[src/sv/lspd_pkg.sv]
// lspd_pkg: shared types, register codes, reset values and rounding helpers
// for the line sensor pd steering block. no dependencies.
`timescale 1ns / 1ps
`default_nettype none

package lspd_pkg;

    localparam int APB_AW = 5;
    localparam int APB_DW = 32;

    // shared multiplier operand and product widths
    localparam int MUL_W  = 18;
    localparam int PROD_W = 2 * MUL_W;
    localparam int ACC_W  = 40;

    localparam logic [2:0] REG_LOWPASS_GAIN = 3'd0;
    localparam logic [2:0] REG_PROP_GAIN    = 3'd1;
    localparam logic [2:0] REG_DERIV_GAIN   = 3'd2;
    localparam logic [2:0] REG_TURN_LIMIT   = 3'd3;
    localparam logic [2:0] REG_CRUISE_SPEED = 3'd4;
    localparam logic [2:0] REG_SLOW_SCALE   = 3'd5;
    localparam logic [2:0] REG_LOST_HOLD    = 3'd6;

    localparam logic [15:0]        LOWPASS_GAIN_RST = 16'd19661;
    localparam logic signed [15:0] PROP_GAIN_RST    = 16'sd256;
    localparam logic signed [15:0] DERIV_GAIN_RST   = 16'sd0;
    localparam logic [14:0]        TURN_LIMIT_RST   = 15'd512;
    localparam logic [14:0]        CRUISE_SPEED_RST = 15'd256;
    localparam logic [15:0]        SLOW_SCALE_RST   = 16'd9362;
    localparam logic [7:0]         LOST_HOLD_RST    = 8'd10;

    // q0.16 constants: slowdown depth, falling and rising speed gains
    localparam logic signed [MUL_W-1:0] K_SLOW = 18'sd24904;
    localparam logic signed [MUL_W-1:0] K_FALL = 18'sd36045;
    localparam logic signed [MUL_W-1:0] K_RISE = 18'sd11796;

    localparam logic [16:0] ONE_Q16 = 17'h10000;

    localparam logic signed [ACC_W-1:0] HALF_SH8  = 40'sd128;
    localparam logic signed [ACC_W-1:0] HALF_SH16 = 40'sd32768;

    typedef struct packed {
        logic [15:0]        lowpass_gain;
        logic signed [15:0] prop_gain;
        logic signed [15:0] deriv_gain;
        logic [14:0]        turn_limit;
        logic [14:0]        cruise_speed;
        logic [15:0]        slow_scale;
        logic [7:0]         lost_hold_ticks;
    } lspd_cfg_t;

    typedef enum logic [3:0] {
        ST_IDLE,
        ST_SCAN,
        ST_DIV_SETUP,
        ST_DIV,
        ST_LP_MUL,
        ST_LP_ADD,
        ST_PD_P,
        ST_PD_D,
        ST_PD_SUM,
        ST_SL,
        ST_FACT_MUL,
        ST_FACT,
        ST_TGT_MUL,
        ST_TGT,
        ST_SM_MUL,
        ST_SM_ADD
    } lspd_state_t;

    // round to nearest, ties toward +inf
    function automatic logic signed [ACC_W-1:0] rnd_shr8(input logic signed [ACC_W-1:0] v);
        return (v + HALF_SH8) >>> 8;
    endfunction

    function automatic logic signed [ACC_W-1:0] rnd_shr16(input logic signed [ACC_W-1:0] v);
        return (v + HALF_SH16) >>> 16;
    endfunction

endpackage

`default_nettype wire

[src/sv/lspd_regs.sv]
// lspd_regs: apb-style configuration register file for the steering block
// depends on lspd_pkg for the register codes, reset values and cfg struct
`timescale 1ns / 1ps
`default_nettype none

module lspd_regs
    import lspd_pkg::*;
(
    input  logic              clk,
    input  logic              rst_n,
    input  logic              psel,
    input  logic              penable,
    input  logic              pwrite,
    input  logic [APB_AW-1:0] paddr,
    input  logic [APB_DW-1:0] pwdata,
    output logic [APB_DW-1:0] prdata,
    output logic              pready,
    output lspd_cfg_t         cfg
);

    lspd_cfg_t  cfg_reg;
    lspd_cfg_t  cfg_next;
    logic       wr_en;
    logic [2:0] reg_sel;

    assign pready  = 1'b1;
    assign wr_en   = psel && penable && pwrite;
    assign reg_sel = paddr[APB_AW-1:2];
    assign cfg     = cfg_reg;

    always_comb
    begin
        cfg_next = cfg_reg;
        if (wr_en)
        begin
            case (reg_sel)
                REG_LOWPASS_GAIN: cfg_next.lowpass_gain    = pwdata[15:0];
                REG_PROP_GAIN:    cfg_next.prop_gain       = pwdata[15:0];
                REG_DERIV_GAIN:   cfg_next.deriv_gain      = pwdata[15:0];
                REG_TURN_LIMIT:   cfg_next.turn_limit      = pwdata[14:0];
                REG_CRUISE_SPEED: cfg_next.cruise_speed    = pwdata[14:0];
                REG_SLOW_SCALE:   cfg_next.slow_scale      = pwdata[15:0];
                REG_LOST_HOLD:    cfg_next.lost_hold_ticks = pwdata[7:0];
                default:          cfg_next = cfg_reg;
            endcase
        end
    end

    always_ff @(posedge clk or negedge rst_n)
    begin
        if (!rst_n)
        begin
            cfg_reg.lowpass_gain    <= LOWPASS_GAIN_RST;
            cfg_reg.prop_gain       <= PROP_GAIN_RST;
            cfg_reg.deriv_gain      <= DERIV_GAIN_RST;
            cfg_reg.turn_limit      <= TURN_LIMIT_RST;
            cfg_reg.cruise_speed    <= CRUISE_SPEED_RST;
            cfg_reg.slow_scale      <= SLOW_SCALE_RST;
            cfg_reg.lost_hold_ticks <= LOST_HOLD_RST;
        end
        else
        begin
            cfg_reg <= cfg_next;
        end
    end

    always_comb
    begin
        case (reg_sel)
            REG_LOWPASS_GAIN: prdata = {16'h0000, cfg_reg.lowpass_gain};
            REG_PROP_GAIN:    prdata = {16'h0000, cfg_reg.prop_gain};
            REG_DERIV_GAIN:   prdata = {16'h0000, cfg_reg.deriv_gain};
            REG_TURN_LIMIT:   prdata = {17'h00000, cfg_reg.turn_limit};
            REG_CRUISE_SPEED: prdata = {17'h00000, cfg_reg.cruise_speed};
            REG_SLOW_SCALE:   prdata = {16'h0000, cfg_reg.slow_scale};
            REG_LOST_HOLD:    prdata = {24'h000000, cfg_reg.lost_hold_ticks};
            default:          prdata = '0;
        endcase
    end

endmodule

`default_nettype wire

[src/sv/line_sensor_pd_steering.sv]
// line_sensor_pd_steering: centroid, low-pass, pd turn law and speed smoothing
// depends on lspd_pkg and lspd_regs
//
//  port group   dir   signals                                    beat
//  in           in    in_valid, in_stall, sensor_byte            one sensor reading
//  out          out   out_valid, out_stall, fwd_speed,           one command
//                     turn_rate, line_error
//  cfg          in    psel, penable, pwrite, paddr, pwdata,      one register write
//                     prdata, pready
//
// 8 sensors: scan of each sensor in turn, divider setup, 14 quotient bits, 12 steps around the shared
// 18x18 multiplier; the result loads and the block returns to idle, where the next reading is taken
// seven or more sensors on the line skip the divider, a lost line skips scan, divide and
// the low-pass step; in_stall stays high until the result loads
// a waiting result holds under out_stall while the next reading is worked on
// reset restores register defaults and clears filter, history and hold count
`timescale 1ns / 1ps
`default_nettype none

module line_sensor_pd_steering
    import lspd_pkg::*;
#(
    parameter int SENSOR_COUNT = 8
)(
    input  logic               clk,
    input  logic               rst_n,
    input  logic               in_valid,
    output logic               in_stall,
    input  logic [7:0]         sensor_byte,
    output logic               out_valid,
    input  logic               out_stall,
    output logic [14:0]        fwd_speed,
    output logic signed [15:0] turn_rate,
    output logic signed [11:0] line_error,
    input  logic               psel,
    input  logic               penable,
    input  logic               pwrite,
    input  logic [APB_AW-1:0]  paddr,
    input  logic [APB_DW-1:0]  pwdata,
    output logic [APB_DW-1:0]  prdata,
    output logic               pready
);

    localparam int IDX_W = $clog2(SENSOR_COUNT);
    localparam int CNT_W = $clog2(SENSOR_COUNT + 1);
    localparam int SUM_W = $clog2(SENSOR_COUNT * SENSOR_COUNT / 4 + 1) + 1;
    localparam int DVD_W = SUM_W + 8;
    localparam int DC_W  = $clog2(DVD_W);

    lspd_cfg_t   cfg;
    lspd_state_t state_reg, state_next;

    // control and filter state
    logic                     out_valid_reg, out_valid_next;
    logic signed [15:0]       filt_reg, filt_next;
    logic signed [15:0]       prev_reg, prev_next;
    logic [7:0]               lost_reg, lost_next;
    logic signed [15:0]       sm_reg, sm_next;

    // working registers
    logic [SENSOR_COUNT-1:0]  bits_reg, bits_next;
    logic [IDX_W-1:0]         idx_reg, idx_next;
    logic signed [SUM_W-1:0]  sum_reg, sum_next;
    logic [CNT_W-1:0]         cnt_reg, cnt_next;
    logic [DVD_W-1:0]         q_reg, q_next;
    logic [CNT_W-1:0]         rem_reg, rem_next;
    logic [DC_W-1:0]          dcnt_reg, dcnt_next;
    logic signed [15:0]       err_reg, err_next;
    logic signed [PROD_W-1:0] acc_reg, acc_next;
    logic signed [PROD_W-1:0] mul_reg;
    logic signed [15:0]       turn_reg, turn_next;
    logic [16:0]              sl_reg, sl_next;
    logic [16:0]              factor_reg, factor_next;
    logic signed [15:0]       target_reg, target_next;
    logic [14:0]              fwd_out_reg, fwd_out_next;
    logic signed [15:0]       turn_out_reg, turn_out_next;
    logic signed [11:0]       lerr_out_reg, lerr_out_next;

    // shared multiplier
    logic                     mul_en;
    logic signed [MUL_W-1:0]  mul_a, mul_b;

    // combinational helpers
    logic [SENSOR_COUNT-1:0]  sens_in;
    logic                     line_lost;
    logic                     slot_free;
    logic signed [SUM_W-1:0]  weight;
    logic [SUM_W-1:0]         sum_mag;
    logic [CNT_W:0]           rem_shift;
    logic                     q_bit;
    logic [15:0]              q16;
    logic signed [16:0]       raw_err;
    logic signed [16:0]       err_mag;
    logic signed [ACC_W-1:0]  mul_rnd16, mul_rnd8;
    logic signed [ACC_W-1:0]  pd_sum, pd_w, lim;

    lspd_regs u_regs (
        .clk     (clk),
        .rst_n   (rst_n),
        .psel    (psel),
        .penable (penable),
        .pwrite  (pwrite),
        .paddr   (paddr),
        .pwdata  (pwdata),
        .prdata  (prdata),
        .pready  (pready),
        .cfg     (cfg)
    );

    assign in_stall   = (state_reg != ST_IDLE);
    assign out_valid  = out_valid_reg;
    assign fwd_speed  = fwd_out_reg;
    assign turn_rate  = turn_out_reg;
    assign line_error = lerr_out_reg;

    // sensors above the input byte read as on the line
    assign sens_in   = SENSOR_COUNT'(sensor_byte);
    assign line_lost = (sens_in == '0) || (sens_in == '1);
    assign slot_free = !out_valid_reg || !out_stall;

    assign weight  = SUM_W'($signed({1'b0, idx_reg, 1'b0})) - SUM_W'(SENSOR_COUNT - 1);
    assign sum_mag = sum_reg[SUM_W-1] ? SUM_W'(-sum_reg) : SUM_W'(sum_reg);

    assign rem_shift = {rem_reg, q_reg[DVD_W-1]};
    assign q_bit     = (rem_shift >= {1'b0, cnt_reg});

    assign q16     = 16'(q_reg);
    assign raw_err = sum_reg[SUM_W-1] ? -$signed({1'b0, q16}) : $signed({1'b0, q16});
    assign err_mag = err_reg[15] ? -17'(err_reg) : 17'(err_reg);

    assign mul_rnd16 = rnd_shr16(ACC_W'(mul_reg));
    assign mul_rnd8  = rnd_shr8(ACC_W'(mul_reg));
    assign pd_sum    = ACC_W'(acc_reg) + ACC_W'(mul_reg);
    assign pd_w      = rnd_shr8(pd_sum);
    assign lim       = ACC_W'(cfg.turn_limit);

    always_comb
    begin
        state_next     = state_reg;
        out_valid_next = out_valid_reg;
        filt_next      = filt_reg;
        prev_next      = prev_reg;
        lost_next      = lost_reg;
        sm_next        = sm_reg;
        bits_next      = bits_reg;
        idx_next       = idx_reg;
        sum_next       = sum_reg;
        cnt_next       = cnt_reg;
        q_next         = q_reg;
        rem_next       = rem_reg;
        dcnt_next      = dcnt_reg;
        err_next       = err_reg;
        acc_next       = acc_reg;
        turn_next      = turn_reg;
        sl_next        = sl_reg;
        factor_next    = factor_reg;
        target_next    = target_reg;
        fwd_out_next   = fwd_out_reg;
        turn_out_next  = turn_out_reg;
        lerr_out_next  = lerr_out_reg;
        mul_en         = 1'b0;
        mul_a          = '0;
        mul_b          = '0;

        if (out_valid_reg && !out_stall)
        begin
            out_valid_next = 1'b0;
        end

        case (state_reg)
            ST_IDLE:
            begin
                if (in_valid)
                begin
                    if (line_lost)
                    begin
                        if (lost_reg < cfg.lost_hold_ticks)
                        begin
                            lost_next = lost_reg + 8'd1;
                            err_next  = filt_reg;
                        end
                        else
                        begin
                            filt_next = '0;
                            prev_next = '0;
                            err_next  = '0;
                        end
                        state_next = ST_PD_P;
                    end
                    else
                    begin
                        lost_next  = '0;
                        bits_next  = sens_in;
                        idx_next   = '0;
                        sum_next   = '0;
                        cnt_next   = '0;
                        state_next = ST_SCAN;
                    end
                end
            end

            ST_SCAN:
            begin
                if (!bits_reg[0])
                begin
                    sum_next = sum_reg + weight;
                    cnt_next = cnt_reg + CNT_W'(1);
                end
                bits_next = bits_reg >> 1;
                idx_next  = idx_reg + IDX_W'(1);
                if (idx_reg == IDX_W'(SENSOR_COUNT - 1))
                begin
                    state_next = ST_DIV_SETUP;
                end
            end

            ST_DIV_SETUP:
            begin
                rem_next  = '0;
                dcnt_next = DC_W'(DVD_W - 1);
                if ((cnt_reg == '0) || (cnt_reg >= CNT_W'(SENSOR_COUNT - 1)))
                begin
                    q_next     = '0;
                    state_next = ST_LP_MUL;
                end
                else
                begin
                    // |sum| * 256 + cnt / 2, divided by cnt
                    q_next     = DVD_W'({sum_mag[SUM_W-2:0], 8'h00})
                               + DVD_W'(cnt_reg >> 1);
                    state_next = ST_DIV;
                end
            end

            ST_DIV:
            begin
                rem_next  = q_bit ? CNT_W'(rem_shift - {1'b0, cnt_reg})
                                  : CNT_W'(rem_shift);
                q_next    = {q_reg[DVD_W-2:0], q_bit};
                dcnt_next = dcnt_reg - DC_W'(1);
                if (dcnt_reg == '0)
                begin
                    state_next = ST_LP_MUL;
                end
            end

            ST_LP_MUL:
            begin
                mul_en     = 1'b1;
                mul_a      = MUL_W'(raw_err) - MUL_W'(filt_reg);
                mul_b      = MUL_W'(cfg.lowpass_gain);
                state_next = ST_LP_ADD;
            end

            ST_LP_ADD:
            begin
                filt_next  = filt_reg + mul_rnd16[15:0];
                err_next   = filt_reg + mul_rnd16[15:0];
                state_next = ST_PD_P;
            end

            ST_PD_P:
            begin
                mul_en     = 1'b1;
                mul_a      = MUL_W'(err_reg);
                mul_b      = MUL_W'(cfg.prop_gain);
                state_next = ST_PD_D;
            end

            ST_PD_D:
            begin
                acc_next   = mul_reg;
                mul_en     = 1'b1;
                mul_a      = MUL_W'(err_reg) - MUL_W'(prev_reg);
                mul_b      = MUL_W'(cfg.deriv_gain);
                state_next = ST_PD_SUM;
            end

            ST_PD_SUM:
            begin
                if (pd_w > lim)
                begin
                    turn_next = lim[15:0];
                end
                else if (pd_w < -lim)
                begin
                    turn_next = 16'(-lim);
                end
                else
                begin
                    turn_next = pd_w[15:0];
                end
                prev_next  = err_reg;
                mul_en     = 1'b1;
                mul_a      = MUL_W'(err_mag);
                mul_b      = MUL_W'(cfg.slow_scale);
                state_next = ST_SL;
            end

            ST_SL:
            begin
                // slowdown level saturates at 1.0
                if (mul_rnd8 > ACC_W'(ONE_Q16))
                begin
                    sl_next = ONE_Q16;
                end
                else
                begin
                    sl_next = mul_rnd8[16:0];
                end
                state_next = ST_FACT_MUL;
            end

            ST_FACT_MUL:
            begin
                mul_en     = 1'b1;
                mul_a      = K_SLOW;
                mul_b      = MUL_W'(sl_reg);
                state_next = ST_FACT;
            end

            ST_FACT:
            begin
                factor_next = ONE_Q16 - mul_rnd16[16:0];
                state_next  = ST_TGT_MUL;
            end

            ST_TGT_MUL:
            begin
                mul_en     = 1'b1;
                mul_a      = MUL_W'(cfg.cruise_speed);
                mul_b      = MUL_W'(factor_reg);
                state_next = ST_TGT;
            end

            ST_TGT:
            begin
                target_next = mul_rnd16[15:0];
                state_next  = ST_SM_MUL;
            end

            ST_SM_MUL:
            begin
                mul_en     = 1'b1;
                mul_a      = MUL_W'(target_reg) - MUL_W'(sm_reg);
                mul_b      = (target_reg < sm_reg) ? K_FALL : K_RISE;
                state_next = ST_SM_ADD;
            end

            ST_SM_ADD:
            begin
                // hold here until the output register has room
                if (slot_free)
                begin
                    sm_next        = sm_reg + mul_rnd16[15:0];
                    fwd_out_next   = 15'(sm_reg + mul_rnd16[15:0]);
                    turn_out_next  = turn_reg;
                    lerr_out_next  = err_reg[11:0];
                    out_valid_next = 1'b1;
                    state_next     = ST_IDLE;
                end
            end

            default:
            begin
                state_next = ST_IDLE;
            end
        endcase
    end

    always_ff @(posedge clk or negedge rst_n)
    begin
        if (!rst_n)
        begin
            state_reg     <= ST_IDLE;
            out_valid_reg <= 1'b0;
            filt_reg      <= '0;
            prev_reg      <= '0;
            lost_reg      <= '0;
            sm_reg        <= 16'(CRUISE_SPEED_RST);
        end
        else
        begin
            state_reg     <= state_next;
            out_valid_reg <= out_valid_next;
            filt_reg      <= filt_next;
            prev_reg      <= prev_next;
            lost_reg      <= lost_next;
            sm_reg        <= sm_next;
        end
    end

    always_ff @(posedge clk)
    begin
        bits_reg     <= bits_next;
        idx_reg      <= idx_next;
        sum_reg      <= sum_next;
        cnt_reg      <= cnt_next;
        q_reg        <= q_next;
        rem_reg      <= rem_next;
        dcnt_reg     <= dcnt_next;
        err_reg      <= err_next;
        acc_reg      <= acc_next;
        turn_reg     <= turn_next;
        sl_reg       <= sl_next;
        factor_reg   <= factor_next;
        target_reg   <= target_next;
        fwd_out_reg  <= fwd_out_next;
        turn_out_reg <= turn_out_next;
        lerr_out_reg <= lerr_out_next;
        if (mul_en)
        begin
            mul_reg <= mul_a * mul_b;
        end
    end

endmodule

`default_nettype wire
[config.mk]
export PLATFORM = sky130hd
export DESIGN_NAME = line_sensor_pd_steering
export DESIGN_NICKNAME = d
export VERILOG_FILES = /design/src/sv/lspd_pkg.sv /design/src/sv/lspd_regs.sv /design/src/sv/line_sensor_pd_steering.sv
export SDC_FILE = /design/constraint.sdc
export NUM_CORES = 2
export LEC_CHECK = 0
export BUFFER_PORTS_ARGS = -buffer_cell sky130_fd_sc_hd__clkbuf_2
export CAP_MARGIN = 25
export CORE_UTILIZATION = 65
export CTS_BUF_LIST = sky130_fd_sc_hd__clkbuf_8
export CTS_CLUSTER_SIZE = 30
export DETAILED_ROUTE_END_ITERATION = 7
export GPL_TIMING_DRIVEN = 0
export PLACE_DENSITY = 0.87
export SLEW_MARGIN = 20
export SYNTH_ARGS = -nofsm -noshare
export SYNTH_HDL_FRONTEND = slang
export SYNTH_SLANG_ARGS = --single-unit
[constraint.sdc]
create_clock -name clk -period 10 [get_ports clk]
set_input_delay 0.5 -clock clk [delete_from_list [all_inputs] [get_ports clk]]
set_output_delay 0.5 -clock clk [all_outputs]
set_load 0.01 [all_outputs]
**Word level (Yosys, flattened, before mapping)**

Cells that the tools add are included.

- Memories: 0
- Register bits: 403
- Bits of input ports: 52
- Word-level logic and storage cells: 175
- Memory bits (read-only): 0
- Latch bits: 0
- Bits in writable memories: 0

- Div/mod/pow operators: 0
- Eq/ne operators: 32
- Bitwise operators: 0
- Reductions and logical operators: 33
- $mul: 1
- $lt $le $gt $ge: 7
- Muxes and demuxes: 49
- $add $sub $neg: 22
- Shifts and indexed selects: 0

Operators by type and width:

| cell | count |
|---|---|
| $pmux 18 s7 | 2 |
| $mux 16 | 8 |
| $pmux 16 s7 | 1 |
| $pmux 16 s2 | 2 |
| $pmux 4 s16 | 1 |
| $gt 40x17->1 const B | 1 |
| $lt 30x40->1 | 1 |
| $neg 15->40 | 1 |
| $add 37x9->38 const B | 1 |
| $add 36x36->37 | 1 |
| $add 36x9->37 const B | 1 |
| $mul 18x18->36 | 1 |
| $mux 17 | 2 |
| $sub 16x16->17 | 2 |
| $add 33x17->33 const B | 1 |
| $add 16x16->16 | 2 |
| $eq 4x4->1 const B | 8 |
| $mux 4 | 8 |
| $mux 8 | 4 |
| $gt 30x16->1 | 1 |
| $pmux 14 s2 | 1 |
| $pmux 4 s2 | 3 |
| $mux 6 | 3 |
| $sub 17x16->18 | 1 |
| 45 further kinds | 87 |

**Logic depth before layout (Yosys ltp)**

- Word-level depth: 5
- Depth in mapped cells: 41
- Gate-level depth less buffers: 40

**Modules after synthesis**

A second synthesis with hierarchy kept.

- Cells, all modules: 3986
- Area total of the unflattened synthesis: 38500.7 um2

By module, submodules not included:

| module | sequential area each (um2) | area an instance (um2) | times used | cells each |
|---|---|---|---|---|
| line_sensor_pd_steering | 8734.6 | 33549.7 | 1 | 3620 |
| lspd_regs | 2575.0 | 4951.0 | 1 | 366 |

**Worst setup path before layout**

No wires, ideal clock.

- Path kind: flip-flop to flip-flop
- From: reg state_reg[2]
- To: reg mul_reg[35], data pin
- Arrival: 8631 ps
- Clock period less this slack: 8897 ps
- Stages on the path, launching flop included: 30
- Slack: 1103 ps
- Setup time: 265 ps
- Data required time: 9735 ps
- Path through: dfrtp_1 clkbuf_1 nor2b_1 nand3_1 inv_1 buf_1 buf_1 a221o_1 clkbuf_1 nand2_1 fa_1 inv_1 fa_1 fa_1 fa_1 fa_1 inv_1 fa_1 inv_1 ha_1 a21oi_1 nor2b_1 o21ai_0 nor2b_1 nand4_1 a31oi_1 o21ai_0 a21o_1 a221oi_1 xnor2_1

- Word-level cells in the longest chain between the ends: 3

Ends and longest elaborated chain:

| what | line | RTL |
|---|---|---|
| start: declaration | line_sensor_pd_steering.sv:51 | `lspd_state_t state_reg, state_next;` |
| start signal: assignment | line_sensor_pd_steering.sv:384 | `state_reg <= state_next;` |
| $eq 4x4->1 or $eq 4x3->1 (tied branches) | line_sensor_pd_steering.sv:170 | `case (state_reg)` |
| $pmux 18 s7 | line_sensor_pd_steering.sv:170 |  |
| $mul 18x18->36 * | line_sensor_pd_steering.sv:413 | `mul_reg <= mul_a * mul_b;` |
| end signal: assignment | line_sensor_pd_steering.sv:413 |  |
| end: declaration | line_sensor_pd_steering.sv:70 | `logic signed [PROD_W-1:0] mul_reg;` |

Every way passes the cells marked *; elsewhere a longest branch is shown, timed or not.
A chain may end at the register's enable or synchronous reset.

**Worst setup path in the final report**

- From: reg state_reg[3]
- To: reg mul_reg[35], data pin

The elaborated chain is that of the path after synthesis.

==> out/qor.txt <==
status = completed
Die Height = 246 µm
Final Critical Period = 9840 ps
area share of the largest cell type after synthesis = 18.7%
crit-path most repeated cell = fa_1
r2r startpoint = state_reg[3]$_DFFE_PN0P_
GRT Total Usage = 39.4%
clock-pin slew on the worst setup and hold paths = 60 ps
Area growth syn-to-layout = 9.48%
Startpoint Class = register
share of layout cells above drive strength 1 = 12.4%
crit path kind = reg -> reg
Area contributors post-synth = edfxtp_1, fa_1, ha_1, dfrtp_1, inv_1
CP arrival = 10250 ps
top post-synthesis cells by count = inv_1, nand2_1, nor2_1, fa_1, ha_1
Port Buf Inserts = 93
Crit. End Element = register
hold path start = pwdata[15]
Max Cap Violations = 0
DR vias = 32400
asr flop ratio synth = 40.4%
Top Ports = 130
post-route ant nets = 0
CTS tree = yes
register area share after synthesis = 29.3%
CP Max Fanout = 10
top_reg_cell synth = edfxtp_1
Fin. Hold Viols = 0
r2r setup slk = 160 ps
final worst setup slack = 162 ps
WL/cell = 23.1 µm
Placer Congestion = 1.02
Syn Inst Count = 4014
fmax = 102 MHz
worst hold path class = in -> reg
total die area = 60400 µm²
FF+latch area = 11300 µm²
Synth Area per Inst = 9.62 µm²
Root Driver = clkbuf_8
slew margin rel. = 21.4%
Initial Util = 66.3%
nets@finish = 4936
dpl hpwl = 91100 µm
initial antenna violation count = 6
Hold Slack = 90.4 ps
Post-Synthesis Cell Area = 38600 µm²
final WL = 117000 µm
CP required = 10420 ps
final setup fails = 0
CP max stage cell = nor2_1
vias in the first global route = 32600
# rows = 88
Sink Count = 403
post-synth top area cell = edfxtp_1
R2R Path End = mul_reg[35]$_DFFE_PP_
clock skew = 74.0 ps
Slew @ Worst Pin = 1180 ps
vias per inst = 6.41
CORE AREA = 58200 µm²
post-synth cell types = 104
Yosys warning count = 0
area of the multi-input gates = 24900 µm²
crit-path max cell delay = 570 ps
Worst-Skew Late Latency = 710 ps
Hold Crit Depth = 2
Largest register FFs = 102
synthesized flop and latch total = 403
first-pass GRT wire length = 181000 µm
R2R cell count = 31
worst hold endpoint = u_regs.cfg[85]$_DFFE_PN0P_
Pre-antenna DRT Iters = 7
Place WS = -689 ps
most numerous cell in the Yosys netlist = inv_1
GRT overflow = 0
Die Span X = 246 µm
fillers = 4104
number of flops mapped to enable cells by yosys = 240
Pins Over Slew Limit = 0
H-tree Lvls = 3
Num CTS Buffers = 71
final cycle utilization of the critical path = 98.4%
DRC viols = 0
largest net degree at the start of global routing = 92
DRT iter0 DRCs = 3743
clk buf depth = 3
metal layers:
layer	track usage [%]	up-vias	part of all wire (%)
met3	8.97	530	12
met2	61.2	2168	45
met4	23.9	0	7.0
met5	0	-	0
li1	-	14100	-
met1	50.4	15500	36
critical path: cells and delay by family (launching register included):
| kind | cells | cell delay [ps] |
|---|---|---|
| flip-flops | 1 | 370 |
| adder cells (fa/ha/maj) | 7 | 3310 |
| AND/OR/NAND/NOR | 5 | 1350 |
| AO/OA/AOI/OAI | 10 | 2130 |
| XOR/XNOR | 1 | 240 |
| buffers and inverters | 8 | 2150 |
cells by family (layout without fill, tap and decap cells):
kind of cell | Yosys count | after routing | synth area share (%)
adders and majority gates | 659 | 659 | 27.7
xor gates and xnor gates | 221 | 221 | 5.01
DFF | 403 | 403 | 29.3
muxes | 135 | 135 | 4.01
buffers and inverters | 715 | 970 | 7.23
AOI/OAI and AO/OA | 709 | 709 | 12.5
and+or+nand+nor | 1170 | 1170 | 14.3
other | 2 | 18 | 0.0194
worst max path at each step:
stage	from	endpoint	slack (ps)	cells after the start
2_1_floorplan	state_reg[2]$_DFFE_PN0P_	mul_reg[35]$_DFFE_PP_	1100	29
3_3_place_gp	state_reg[2]$_DFFE_PN0P_	mul_reg[35]$_DFFE_PP_	-1350	30
3_5_place_dp	sum_reg[5]$_SDFFCE_PN0P_	mul_reg[35]$_DFFE_PP_	-690	38
4_1_cts	q_reg[0]$_DFFE_PP_	mul_reg[35]$_DFFE_PP_	6	39
5_1_grt	q_reg[0]$_DFFE_PP_	mul_reg[35]$_DFFE_PP_	-10	36
6_report	state_reg[3]$_DFFE_PN0P_	mul_reg[35]$_DFFE_PP_	160	31
layout by cell type (no fill, tap or decap), types with 71 or more instances in the layout:
cell type	n
inv_1	567
xnor2_1	158
nand2_1	348
nor3_1	71
o21ai_0	120
nand3_1	91
ha_1	325
edfxtp_1	240
dfrtp_1	144
a21oi_1	161
fa_1	327
nor2_1	339
clkbuf_1	88
clkbuf_2	104
clkbuf_8	81
mux2_2	99
stage by stage:
| stage | util [%] | cell area (µm²) | setup TNS (ps) | std cells |
|---|---|---|---|---|
| after floorplan | - | 38700 | 0 | 4029 |
| after CTS | 72.1 | 42000 | 0 | 5038 |
| after global routing | 72.6 | 42300 | -13.0 | 5050 |
| after detailed placement | 69.4 | 40400 | -3330 | 4903 |
| final | 72.6 | 42300 | 0 | 5050 |
| after global placement | 68.9 | 40100 | -14070 | 4887 |
timing repair:
action	4_1_cts	5_1_grt
setup buffers	14	12
hold buffers	1	0
pin swaps	8	14
resized for setup	41	61
setup endpoints to repair	10	8
endpoints found under the hold margin	68	0
final cells by class:
class | count | area share, %
well taps | 765 | 2.26
diodes | 1 | 0.00592
multi-input cells | 2911 | 58.9
inverters | 547 | 4.85
repair buffers | 137 | 2.12
flip-flops and latches | 403 | 26.7
plain buffers | 157 | 1.75
clock inverters | 49 | 0.772
clock buffers | 80 | 2.60
Power is left out: the tool's default activity adds up to more than one toggle a clock period on the data nets, which glitch-free logic cannot reach.
